==> config.mk <==
export PLATFORM = sky130hd
export DESIGN_NAME = accel_tilt_angle_filter
export DESIGN_NICKNAME = d
export VERILOG_FILES = /design/src/hw/rtl/tilt_pkg.sv /design/src/hw/rtl/accel_tilt_angle_filter.sv /design/src/hw/rtl/tilt_cell.sv /design/src/hw/rtl/tilt_core.sv
export SDC_FILE = /design/constraint.sdc
export NUM_CORES = 2
export LEC_CHECK = 0
export BUFFER_PORTS_ARGS = -buffer_cell sky130_fd_sc_hd__buf_4
export CORE_MARGIN = 2
export CORE_UTILIZATION = 40
export DETAILED_ROUTE_END_ITERATION = 6
export PLACE_DENSITY_LB_ADDON = 0.15
export SKIP_LAST_GASP = 1
export SLEW_MARGIN = 30
export SYNTH_ARGS = -nofsm -noshare
export SYNTH_HDL_FRONTEND = slang
export SYNTH_SLANG_ARGS = --single-unit
==> constraint.sdc <==
create_clock -name clk -period 21.8 [get_ports clk]
set_clock_uncertainty 0.2 [all_clocks]
set_input_delay 6.54 -clock clk [delete_from_list [all_inputs] [get_ports clk]]
set_output_delay 6.54 -clock clk [all_outputs]
set_load 0.03 [all_outputs]
==> src/hw/rtl/tilt_pkg.sv <==
// ----------------------------------------------------------------------------
// tilt_pkg
// shared types, widths and the cordic angle table for the tilt angle filter
// ----------------------------------------------------------------------------
`default_nettype none

package tilt_pkg;

  localparam int WINDOW       = 10;
  localparam int CORDIC_STEPS = 16;

  localparam int DEG180_Q8 = 46080;
  localparam int DEG90_Q8  = 23040;
  localparam int DEG90_Q16 = 5898240;

  // square root datapath
  localparam int SQ_W   = 33;
  localparam int RIN_W  = 50;
  localparam int ROOT_W = 25;
  localparam int REM_W  = 27;
  localparam int ROOT_N = 25;
  localparam int CNT_W  = 5;

  // cordic datapath
  localparam int CV_W   = 27;
  localparam int CZ_W   = 25;
  localparam int ATAN_W = 22;

  // moving average
  localparam int SUMX_W = $clog2(WINDOW * DEG180_Q8 + WINDOW / 2 + 1);
  localparam int SUMY_W = $clog2(WINDOW * DEG90_Q8 + WINDOW / 2 + 1);

  // divide by the window as a multiply by its rounded-up reciprocal,
  // exact for every numerator below 2**SUMX_W
  localparam int DIV_SH    = SUMX_W + $clog2(WINDOW);
  localparam int DIV_MUL   = (2 ** DIV_SH + WINDOW - 1) / WINDOW;
  localparam int DIV_MUL_W = DIV_SH - $clog2(WINDOW) + 1;

  typedef struct packed {
    logic signed [15:0] acc_first;
    logic signed [15:0] acc_second;
    logic signed [15:0] acc_third;
  } tilt_in_t;

  typedef struct packed {
    logic [15:0] tilt_x;
    logic [14:0] tilt_y;
    logic [15:0] avg_tilt_x;
    logic [14:0] avg_tilt_y;
    logic        undefined_y;
  } tilt_out_t;

  typedef struct packed {
    logic [15:0] tx;
    logic [14:0] ty;
    logic        undef;
  } tilt_res_t;

  typedef struct packed {
    logic [15:0] x;
    logic [14:0] y;
  } tilt_hist_t;

  // atan(2^-i) in degrees, 16 fraction bits
  function automatic logic [ATAN_W-1:0] atan_tbl(input logic [4:0] idx);
    logic [ATAN_W-1:0] v;
    case (idx)
      5'd0:    v = 22'd2949120;
      5'd1:    v = 22'd1740967;
      5'd2:    v = 22'd919879;
      5'd3:    v = 22'd466945;
      5'd4:    v = 22'd234379;
      5'd5:    v = 22'd117304;
      5'd6:    v = 22'd58666;
      5'd7:    v = 22'd29335;
      5'd8:    v = 22'd14668;
      5'd9:    v = 22'd7334;
      5'd10:   v = 22'd3667;
      5'd11:   v = 22'd1833;
      5'd12:   v = 22'd917;
      5'd13:   v = 22'd458;
      5'd14:   v = 22'd229;
      5'd15:   v = 22'd115;
      5'd16:   v = 22'd57;
      5'd17:   v = 22'd29;
      5'd18:   v = 22'd14;
      5'd19:   v = 22'd7;
      5'd20:   v = 22'd4;
      5'd21:   v = 22'd2;
      5'd22:   v = 22'd1;
      default: v = 22'd0;
    endcase
    return v;
  endfunction

endpackage

`default_nettype wire

==> src/hw/rtl/accel_tilt_angle_filter.sv <==
// ----------------------------------------------------------------------------
// accel_tilt_angle_filter: tilt angles from one accelerometer sample, boxcar-smoothed
// path from request to result: 25-step square root, two 16-step cordic passes
// on one rotator, reciprocal multiply for the window average; the first pass is
// skipped when y or z is zero, the second when x or the magnitude is zero
// one request at a time, next one taken the cycle after the result registers
// synchronous active-low reset clears the window and sums
// ----------------------------------------------------------------------------
`default_nettype none

module accel_tilt_angle_filter
  import tilt_pkg::*;
(
  input  wire logic      clk,
  input  wire logic      rst_n,
  input  wire logic      in_valid,
  output logic           in_stall,
  input  wire tilt_in_t  in_data,
  output logic           out_valid,
  input  wire logic      out_stall,
  output tilt_out_t      out_data
);

  typedef enum logic [4:0] {
    T_IDLE = 5'b00001,
    T_CALC = 5'b00010,
    T_SUM  = 5'b00100,
    T_DIV  = 5'b01000,
    T_OUT  = 5'b10000
  } top_st_t;

  top_st_t             st_r;
  logic                in_acc, core_done, load_out;
  tilt_res_t           core_res;
  tilt_res_t           res_r;
  tilt_hist_t          chain [WINDOW+1];
  logic [SUMX_W-1:0]   sum_x_r;
  logic [SUMY_W-1:0]   sum_y_r;
  logic [SUMX_W-1:0]   num_x_r, num_y_r;
  logic [SUMX_W+DIV_MUL_W-1:0] prod_x, prod_y;
  tilt_out_t           out_r;
  logic                out_valid_r;

  assign in_stall = (st_r != T_IDLE);
  assign in_acc   = in_valid && !in_stall;
  assign load_out = (st_r == T_OUT) && (!out_valid_r || !out_stall);

  tilt_core u_core (
    .clk   (clk),
    .rst_n (rst_n),
    .start (in_acc),
    .opnd  (in_data),
    .done  (core_done),
    .res   (core_res)
  );

  // history chain, oldest entry falls out of the last cell
  assign chain[0].x = core_res.tx;
  assign chain[0].y = core_res.ty;

  for (genvar g = 0; g < WINDOW; g++) begin : g_cell
    tilt_cell u_cell (
      .clk      (clk),
      .rst_n    (rst_n),
      .shift_en (core_done),
      .d        (chain[g]),
      .q        (chain[g+1])
    );
  end

  // control
  always_ff @(posedge clk) begin
    if (!rst_n) begin
      st_r <= T_IDLE;
    end else begin
      case (st_r)
        T_IDLE: if (in_acc) st_r <= T_CALC;
        T_CALC: if (core_done) st_r <= T_SUM;
        T_SUM:  st_r <= T_DIV;
        T_DIV:  st_r <= T_OUT;
        T_OUT:  if (load_out) st_r <= T_IDLE;
        default: st_r <= T_IDLE;
      endcase
    end
  end

  // running sums
  always_ff @(posedge clk) begin
    if (!rst_n) begin
      sum_x_r <= '0;
      sum_y_r <= '0;
    end else if (core_done) begin
      sum_x_r <= sum_x_r - SUMX_W'(chain[WINDOW].x) + SUMX_W'(core_res.tx);
      sum_y_r <= sum_y_r - SUMY_W'(chain[WINDOW].y) + SUMY_W'(core_res.ty);
    end
  end

  // reciprocal products for both averages
  always_comb begin
    prod_x = num_x_r * DIV_MUL_W'(DIV_MUL);
    prod_y = num_y_r * DIV_MUL_W'(DIV_MUL);
  end

  always_ff @(posedge clk) begin
    if (core_done) begin
      res_r <= core_res;
    end
    if (st_r == T_SUM) begin
      num_x_r <= sum_x_r + SUMX_W'(WINDOW / 2);
      num_y_r <= SUMX_W'(sum_y_r) + SUMX_W'(WINDOW / 2);
    end else if (st_r == T_DIV) begin
      num_x_r <= SUMX_W'(prod_x >> DIV_SH);
      num_y_r <= SUMX_W'(prod_y >> DIV_SH);
    end
  end

  // output register
  always_ff @(posedge clk) begin
    if (load_out) begin
      out_r.tilt_x      <= res_r.tx;
      out_r.tilt_y      <= res_r.ty;
      out_r.avg_tilt_x  <= num_x_r[15:0];
      out_r.avg_tilt_y  <= num_y_r[14:0];
      out_r.undefined_y <= res_r.undef;
    end
  end

  always_ff @(posedge clk) begin
    if (!rst_n) begin
      out_valid_r <= 1'b0;
    end else if (load_out) begin
      out_valid_r <= 1'b1;
    end else if (!out_stall) begin
      out_valid_r <= 1'b0;
    end
  end

  assign out_valid = out_valid_r;
  assign out_data  = out_r;

`ifndef SYNTHESIS
  a_done_in_calc: assert property (@(posedge clk) disable iff (!rst_n)
    core_done |-> st_r == T_CALC)
    else $error("core finished outside of calc phase");

  a_out_waits: assert property (@(posedge clk) disable iff (!rst_n)
    (st_r == T_OUT && out_valid_r && out_stall) |=> st_r == T_OUT)
    else $error("result overwritten while output stalled");

  a_undef_zero: assert property (@(posedge clk) disable iff (!rst_n)
    (out_valid_r && out_r.undefined_y) |-> out_r.tilt_y == '0)
    else $error("undefined tilt_y not zero");

  a_avg_range: assert property (@(posedge clk) disable iff (!rst_n)
    out_valid_r |-> (out_r.avg_tilt_x <= 16'(DEG180_Q8)
                     && out_r.avg_tilt_y <= 15'(DEG90_Q8)))
    else $error("average out of range");
`endif

endmodule

`default_nettype wire

==> src/hw/rtl/tilt_cell.sv <==
// ----------------------------------------------------------------------------
// tilt_cell
// one history slot of the boxcar window, passes its angles on each shift
// ----------------------------------------------------------------------------
`default_nettype none

module tilt_cell
  import tilt_pkg::*;
(
  input  wire logic       clk,
  input  wire logic       rst_n,
  input  wire logic       shift_en,
  input  wire tilt_hist_t d,
  output tilt_hist_t      q
);

  tilt_hist_t q_r;

  // history starts cleared
  always_ff @(posedge clk) begin
    if (!rst_n) begin
      q_r <= '0;
    end else if (shift_en) begin
      q_r <= d;
    end
  end

  assign q = q_r;

endmodule

`default_nettype wire

==> src/hw/rtl/tilt_core.sv <==
// ----------------------------------------------------------------------------
// tilt_core
// sequential angle engine: squares, bit-pair square root, shared cordic rotator
// ----------------------------------------------------------------------------
`default_nettype none

module tilt_core
  import tilt_pkg::*;
(
  input  wire logic     clk,
  input  wire logic     rst_n,
  input  wire logic     start,
  input  wire tilt_in_t opnd,
  output logic          done,
  output tilt_res_t     res
);

  typedef enum logic [9:0] {
    C_IDLE = 10'b0000000001,
    C_MUL  = 10'b0000000010,
    C_SUM  = 10'b0000000100,
    C_ROOT = 10'b0000001000,
    C_LD1  = 10'b0000010000,
    C_ANG1 = 10'b0000100000,
    C_FIN1 = 10'b0001000000,
    C_LD2  = 10'b0010000000,
    C_ANG2 = 10'b0100000000,
    C_DONE = 10'b1000000000
  } core_st_t;

  core_st_t                st_r;
  logic [15:0]             mx_r, my_r, mz_r;
  logic                    zneg_r, undef_r;
  logic [31:0]             sqy_r, sqz_r;
  logic [RIN_W-1:0]        rin_r;
  logic [REM_W-1:0]        rem_r;
  logic [ROOT_W-1:0]       root_r;
  logic [CNT_W-1:0]        cnt_r;
  logic signed [CV_W-1:0]  cx_r, cy_r;
  logic signed [CZ_W-1:0]  cz_r;
  logic [14:0]             a1_r, a2_r;

  logic [REM_W-1:0]        rem_sh, trial;
  logic signed [CV_W-1:0]  xs, ys, cx_nxt, cy_nxt;
  logic signed [CZ_W-1:0]  cz_nxt, atn;
  logic signed [15:0]      ax, ay, az;

  // clamp to 0..90 degrees and round half up to 8 fraction bits
  function automatic logic [14:0] rnd_q8(input logic signed [CZ_W-1:0] z);
    logic [23:0] t;
    if (z < 0) begin
      return 15'd0;
    end else if (z > CZ_W'(DEG90_Q16)) begin
      return 15'(DEG90_Q8);
    end
    t = 24'(z) + 24'd128;
    return t[22:8];
  endfunction

  assign ax = opnd.acc_first;
  assign az = opnd.acc_second;
  assign ay = opnd.acc_third;

  // one restoring square root step on the next bit pair
  always_comb begin
    rem_sh = {rem_r[REM_W-3:0], rin_r[RIN_W-1 -: 2]};
    trial  = {root_r, 2'b01};
  end

  // one cordic vectoring step
  always_comb begin
    xs  = cx_r >>> cnt_r;
    ys  = cy_r >>> cnt_r;
    atn = CZ_W'($signed({1'b0, atan_tbl(cnt_r)}));
    if (!cy_r[CV_W-1]) begin
      cx_nxt = cx_r + ys;
      cy_nxt = cy_r - xs;
      cz_nxt = cz_r + atn;
    end else begin
      cx_nxt = cx_r - ys;
      cy_nxt = cy_r + xs;
      cz_nxt = cz_r - atn;
    end
  end

  // sequencer
  always_ff @(posedge clk) begin
    if (!rst_n) begin
      st_r <= C_IDLE;
    end else begin
      case (st_r)
        C_IDLE: if (start) st_r <= C_MUL;
        C_MUL:  st_r <= C_SUM;
        C_SUM:  st_r <= C_ROOT;
        C_ROOT: if (cnt_r == CNT_W'(ROOT_N - 1)) st_r <= C_LD1;
        C_LD1: begin
          if (my_r == '0 || mz_r == '0) st_r <= C_LD2;
          else st_r <= C_ANG1;
        end
        C_ANG1: if (cnt_r == CNT_W'(CORDIC_STEPS - 1)) st_r <= C_FIN1;
        C_FIN1: st_r <= C_LD2;
        C_LD2: begin
          if (mx_r == '0 || root_r == '0) st_r <= C_DONE;
          else st_r <= C_ANG2;
        end
        C_ANG2: if (cnt_r == CNT_W'(CORDIC_STEPS - 1)) st_r <= C_DONE;
        C_DONE: st_r <= C_IDLE;
        default: st_r <= C_IDLE;
      endcase
    end
  end

  // datapath
  always_ff @(posedge clk) begin
    case (st_r)
      C_IDLE: begin
        mx_r    <= ax[15] ? 16'(-ax) : 16'(ax);
        my_r    <= ay[15] ? 16'(-ay) : 16'(ay);
        mz_r    <= az[15] ? 16'(-az) : 16'(az);
        zneg_r  <= az[15];
        undef_r <= (ax == '0) && (ay == '0) && (az == '0);
      end
      C_MUL: begin
        sqy_r <= my_r * my_r;
        sqz_r <= mz_r * mz_r;
      end
      C_SUM: begin
        rin_r  <= {1'b0, SQ_W'(sqy_r) + SQ_W'(sqz_r), 16'd0};
        rem_r  <= '0;
        root_r <= '0;
        cnt_r  <= '0;
      end
      C_ROOT: begin
        rin_r <= {rin_r[RIN_W-3:0], 2'b00};
        cnt_r <= cnt_r + 1'b1;
        if (rem_sh >= trial) begin
          rem_r  <= rem_sh - trial;
          root_r <= {root_r[ROOT_W-2:0], 1'b1};
        end else begin
          rem_r  <= rem_sh;
          root_r <= {root_r[ROOT_W-2:0], 1'b0};
        end
      end
      C_LD1: begin
        cnt_r <= '0;
        cx_r  <= CV_W'(mz_r);
        cy_r  <= CV_W'(my_r);
        cz_r  <= '0;
        if (my_r == '0) a1_r <= '0;
        else if (mz_r == '0) a1_r <= 15'(DEG90_Q8);
      end
      C_ANG1, C_ANG2: begin
        cx_r  <= cx_nxt;
        cy_r  <= cy_nxt;
        cz_r  <= cz_nxt;
        cnt_r <= cnt_r + 1'b1;
      end
      C_FIN1: a1_r <= rnd_q8(cz_r);
      C_LD2: begin
        cnt_r <= '0;
        cx_r  <= CV_W'(root_r);
        cy_r  <= CV_W'({mx_r, 8'd0});
        cz_r  <= '0;
        if (mx_r == '0) a2_r <= '0;
        else if (root_r == '0) a2_r <= 15'(DEG90_Q8);
      end
      C_DONE: begin
      end
      default: begin
      end
    endcase
    // the second pass rounds as it leaves its last step
    if (st_r == C_ANG2 && cnt_r == CNT_W'(CORDIC_STEPS - 1)) begin
      a2_r <= rnd_q8(cz_nxt);
    end
  end

  assign done      = (st_r == C_DONE);
  assign res.tx    = zneg_r ? 16'(a1_r) : 16'(DEG180_Q8) - 16'(a1_r);
  assign res.ty    = undef_r ? 15'd0 : a2_r;
  assign res.undef = undef_r;

endmodule

`default_nettype wire

### Yosys cells after proc, flatten, opt, wreduce, memory -nomap -nowiden

Memories as Yosys holds them, arrays and structs flattened. A register that Yosys moved wholly into a read port is not among the register bits.
Index checks and enable logic that the tools add are counted.

* multiply operators: 4
* add/sub/neg operators: 21
* $lt $le $gt $ge: 5
* muxes and demuxes: 54
* eq/ne operators: 27
* reductions and logical operators: 34
* shift-type cells: 2

Operator list (count)
* $mux W15: 16
* $pmux W27 S3: 2
* $pmux W25 S2: 3
* $pmux W50 S2: 1
* $logic_not A16 Y1: 6
* $pmux W10 S9: 1
* $mul A19 B20 Y39 const B: 2
* $mux W19: 4
* $mul A16 B16 Y32: 2
* $add A27 B27 Y27: 2
* $mux W27: 2
* $sshr A27 B5 Y27: 2
* $sub A27 B27 Y27: 2
* $gt A25 B24 Y1 const B: 2
* $lt A25 B1 Y1 const B: 2
* $mux W10: 5
* $mux W25: 2
* $neg A16 Y16: 3
* $add A23 B8 Y23 const B: 2
* $add A32 B32 Y33: 1
* $pmux W15 S2: 1
* $ge A27 B27 Y1: 1
* $add A25 B23 Y25: 1
* $logic_not A25 Y1: 1
* 45 further kinds: 81

* ROM bits: 704
* memories kept: 1
* register bits after elaboration: 824
* input bits: 52
* output and inout port bits: 65

Memories
* (no name shown): words 32, bits a word 22, rd ports 1, clocked after memory_dff 1, wr ports 0, line tilt_pkg.sv:67 `case (idx)`

### Depth between registers and ports, before layout

* depth in word-level cells: 8
* mapped depth: 27
* depth with buffers taken out: 25

### By module

From an unflattened synthesis, not the netlist that was laid out.

* cell total of the unflattened synthesis: 7267
* area total of the unflattened synthesis: 72174.2 sq um

Modules (own cells, without submodules)
* tilt_core: cells each 4302, area an instance 40375.0 sq um, sequential area each 9949.5 sq um, instances 1
* accel_tilt_angle_filter: cells each 1965, area an instance 19725.2 sq um, sequential area each 4854.7 sq um, instances 1
* tilt_cell: cells each 100, area an instance 1207.4 sq um, sequential area each 620.6 sq um, instances 10

### Least setup slack after synthesis

OpenSTA, ideal clock, no wires.

* path type: input to register
* start point: input out_stall
* end point: register out_r, in the netlist out_data[0] (enable)
* cell stages on the path: 1
* slack: 11472 ps
* path buffers: 0
* library setup time: 505 ps
* required time: 21095 ps
* data arrival time: 9623 ps
* path through: a21oi_1

* word-level cells in the longest chain between the ends: 3

RTL lines
* start, declared: line accel_tilt_angle_filter.sv:20 `input wire logic out_stall,`
* $logic_not A1 Y1
* $logic_or A1 B1 Y1: line accel_tilt_angle_filter.sv:46 `assign load_out = (st_r == T_OUT) && (!out_valid_r || !out_stall);`
* $logic_and A1 B1 Y1: line accel_tilt_angle_filter.sv:46
* end, declared: line accel_tilt_angle_filter.sv:41 `tilt_out_t out_r;`

Every way passes these cells.
A chain may end at the register's enable or synchronous reset.

### Worst setup path in the final report

* start point: register st_r[4]
* end point: output in_stall

* word-level cells in the longest chain between the ends: 1

RTL lines
* start, declared: line accel_tilt_angle_filter.sv:32 `top_st_t st_r;`
* start signal, assigned: line accel_tilt_angle_filter.sv:74 `st_r <= T_IDLE;`
* start signal, assigned: line accel_tilt_angle_filter.sv:77 `T_IDLE: if (in_acc) st_r <= T_CALC;`
* start signal, assigned: line accel_tilt_angle_filter.sv:78 `T_CALC: if (core_done) st_r <= T_SUM;`
* $ne A5 B1 Y1: line accel_tilt_angle_filter.sv:44 `assign in_stall = (st_r != T_IDLE);`
* end, declared: line accel_tilt_angle_filter.sv:17 `output logic in_stall,`

Every way passes these cells.

==> flow_summary.toml <==
[worst_setup_path]
cp_max_fo = 6
startpoint_type = "flop"
cpPeakStageDelay_ns = 0.37
worst_ep_arrival_time_ns = 1.80
end_kind = "primary output"
path_delay_family = "simple AND/OR/NAND/NOR gates"
crit_type = "flop to primary output"
cp_slowest_cell = "dfxtp_1"
crit_chain = "nor3_1 -> nand2_1 -> buf_4"
cp.buffers_inverters = 1
critPathRequiredTime_ns = 15.06

[global_route]
met1_usage = 0.263
gr-usage-met3 = 0.0222
grt_usage = 0.197
gr-usage-met2 = 0.339
grt_first_pass_wirelength_mm = 285
grt_pass1_vias = 51800
grt.overflow.total = 0
antenna_found_initial = 7
grt_max_degree = 209
grt.busiest_layer = "met2"

[die]
fp.coreArea_um2 = 176000
ios = 117
dieHeight_um = 426
std_cell_rows = 154
die_area_um2 = 181000
die_x_um = 426
start_util = 0.403

[logic_synthesis]
synth.most_common_cell = "inv_1"
ys_seq_area_frac = 0.295
synth-edff-count = 443
ys_seq_elements = 828
syn_nets = 8902
synth_area_leaders = "edfxtp_1, fa_1, ha_1"
synth_cell_types = 94
synth_top_area_share = 0.187
syn_area_um2 = 71100
yosys-top-cells-count = "inv_1, nand2_1, ha_1, fa_1, edfxtp_1"
synth_ff_type = "edfxtp_1"
syn_inst = 7623
avgSynthCellArea_um2 = 9.33
yosysTopAreaCell = "edfxtp_1"
ys_warn_count = 0
async_reset_ff_frac = 0

[cells_and_area]
nets = 8887
synthToLayoutAreaGrowth_pct = 9.36
drive_above_1_share = 0.0666
fill_cells = 17300

[routing]
routed_wl_mm = 178
wl_per_cell_um = 17.7
drt-initial-drc-count = 3316
vias = 51900
final_antenna_net_count = 0
via_per_inst = 5.17
drc_errors = 0
drtPass1Iterations = 5

[placement]
place_congestion = 0.896
dp.final_hpwl_mm = 136
pre_cts_ws_ns = 12.56
port_buffers = 116

[timing]
worstMarginPinSlew_ns = 0.990
hold_viol_final = 0
finalWorstSetupSlack_ns = 13.26
finalCritPeriodShare = 0.392
max_freq_mhz = 117
finalSetupViolCount = 0
rsz0062_at_grt = "false"
slew_headroom = 0.340
final.min_clock_period_ns = 8.54
drv_slew = 0
finalSetupTns_ns = 0

[clock_tree]
cts.hold.buffers_added = 0
cts_sinks = 828
clkTransAtPathRegs_ns = 0.06
clock_tree.root_cell = "clkbuf_16"
cts_buffer_depth = 3
insertion_delay_ns = 0.75
cts_buffers = 100
cts_resized = 0
htreeDepth = 3
cts_setup_buffers = 0
cts_tree = "yes"

[run]
maxCapViolCount = 0

[outcome]
status = "finished, final reports clean"

[hold_path]
hold_class = "flop to flop"
-- layout by cell type, fill, tap and decap left out, types with 32 or more instances in the layout --
cell and instances:
a211oi_1 39, a21boi_0 310, a21o_1 91, a21oi_1 302, a31oi_1 32, and2_1 148
and3_1 43, buf_4 164, clkbuf_16 103, dfxtp_1 385, edfxtp_1 443, fa_1 558
ha_1 669, inv_1 1153, mux2i_1 58, mux4_2 67, nand2_1 1052, nand2b_1 79
nand3_1 80, nor2_1 436, nor2b_1 54, nor3_1 81, nor4_1 43, o21ai_0 259
o31ai_1 43, xnor2_1 257, xor2_1 139
-- metrics by stage --
stage	hold WS [ns]	std cells	utilization	instance area, µm²
floorplan	0.200	7623	-	71100
global placement	0.203	9838	0.421	74300
detailed placement	0.205	9845	0.422	74400
CTS	0.207	10000	0.441	77800
global route	0.219	10000	0.441	77800
finish	0.213	10000	0.441	77800
-- path summary, 6_finish.rpt --
check | from | slack [ns] | end | depth (start not counted)
worst max-delay path | st_r[4] | 13.26 | in_stall | 3
worst min-delay path | res_r[15] | 0.21 | out_data[46] | 0
worst max register to register | u_core.my_r[1] | 14.11 | u_core.sqy_r[31] | 24
worst min register to register | res_r[15] | 0.21 | out_data[46] | 0
-- final cells by class --
| type | count | area, µm² | share of cell area |
|---|---|---|---|
| clock inverter | 49 | 541 | 0.00695 |
| tap | 2340 | 2930 | 0.0376 |
| timing repair buffer | 178 | 1430 | 0.0184 |
| clock buffer | 137 | 2820 | 0.0362 |
| antenna | 2 | 5.00 | 0.0000643 |
| sequential | 828 | 21000 | 0.270 |
| inverter | 1157 | 4350 | 0.0559 |
| multi-input combinational | 5343 | 44700 | 0.575 |
-- metal layers --
| metal | vias up | wire [µm] |
|---|---|---|
| li1 | 25400 | - |
| met1 | 25500 | 80400 |
| met2 | 834 | 87000 |
| met3 | 206 | 6030 |
| met4 | 0 | 4130 |
| met5 | - | 0 |
-- kinds of logic after synthesis --
kind of cell	after synthesis	synth area share
DFF	828	0.295
and+or+nand+nor	2194	0.141
AOI/OAI and AO/OA	1368	0.127
adders and majority gates	1227	0.275
muxes	158	0.0362
buffers and inverters	1452	0.0774
xor gates and xnor gates	396	0.0488
-- sequential cells by signal (all words and copies together), names as in the netlist, 16 cells and up --
name and flops:
g_cell.u_cell.q 310, out_data 63, u_core.rin_r 34, res_r 32
u_core.sqy_r 31, u_core.sqz_r 31, u_core.cx_r 27, u_core.cy_r 27
u_core.cz_r 25, u_core.rem_r 25, u_core.root_r 25, u_core.atn 22
num_x_r 19, num_y_r 19, sum_x_r 19, sum_y_r 18
u_core.mx_r 16, u_core.my_r 16, u_core.mz_r 16
-- worst reg2reg max path, stage by stage (launching register included) --
cell and delay [ns]:
edfxtp_1 0.77, and2_1 0.35, fa_1 0.48, inv_1 0.05, fa_1 0.52, inv_1 0.05
fa_1 0.50, inv_1 0.05, fa_1 0.53, inv_1 0.05, fa_1 0.48, inv_1 0.05
fa_1 0.47, inv_1 0.04, ha_1 0.36, a21oi_1 0.26, o211ai_1 0.20, a2111oi_0 0.56
o21ai_0 0.26, nand4_1 0.21, a21oi_1 0.11, o31ai_1 0.30, a21oi_1 0.19, or4_1 0.44
nand3_1 0.10
Power is not shown: default switching activity piles up to over one toggle a cycle in this logic, so the estimate is an artifact.
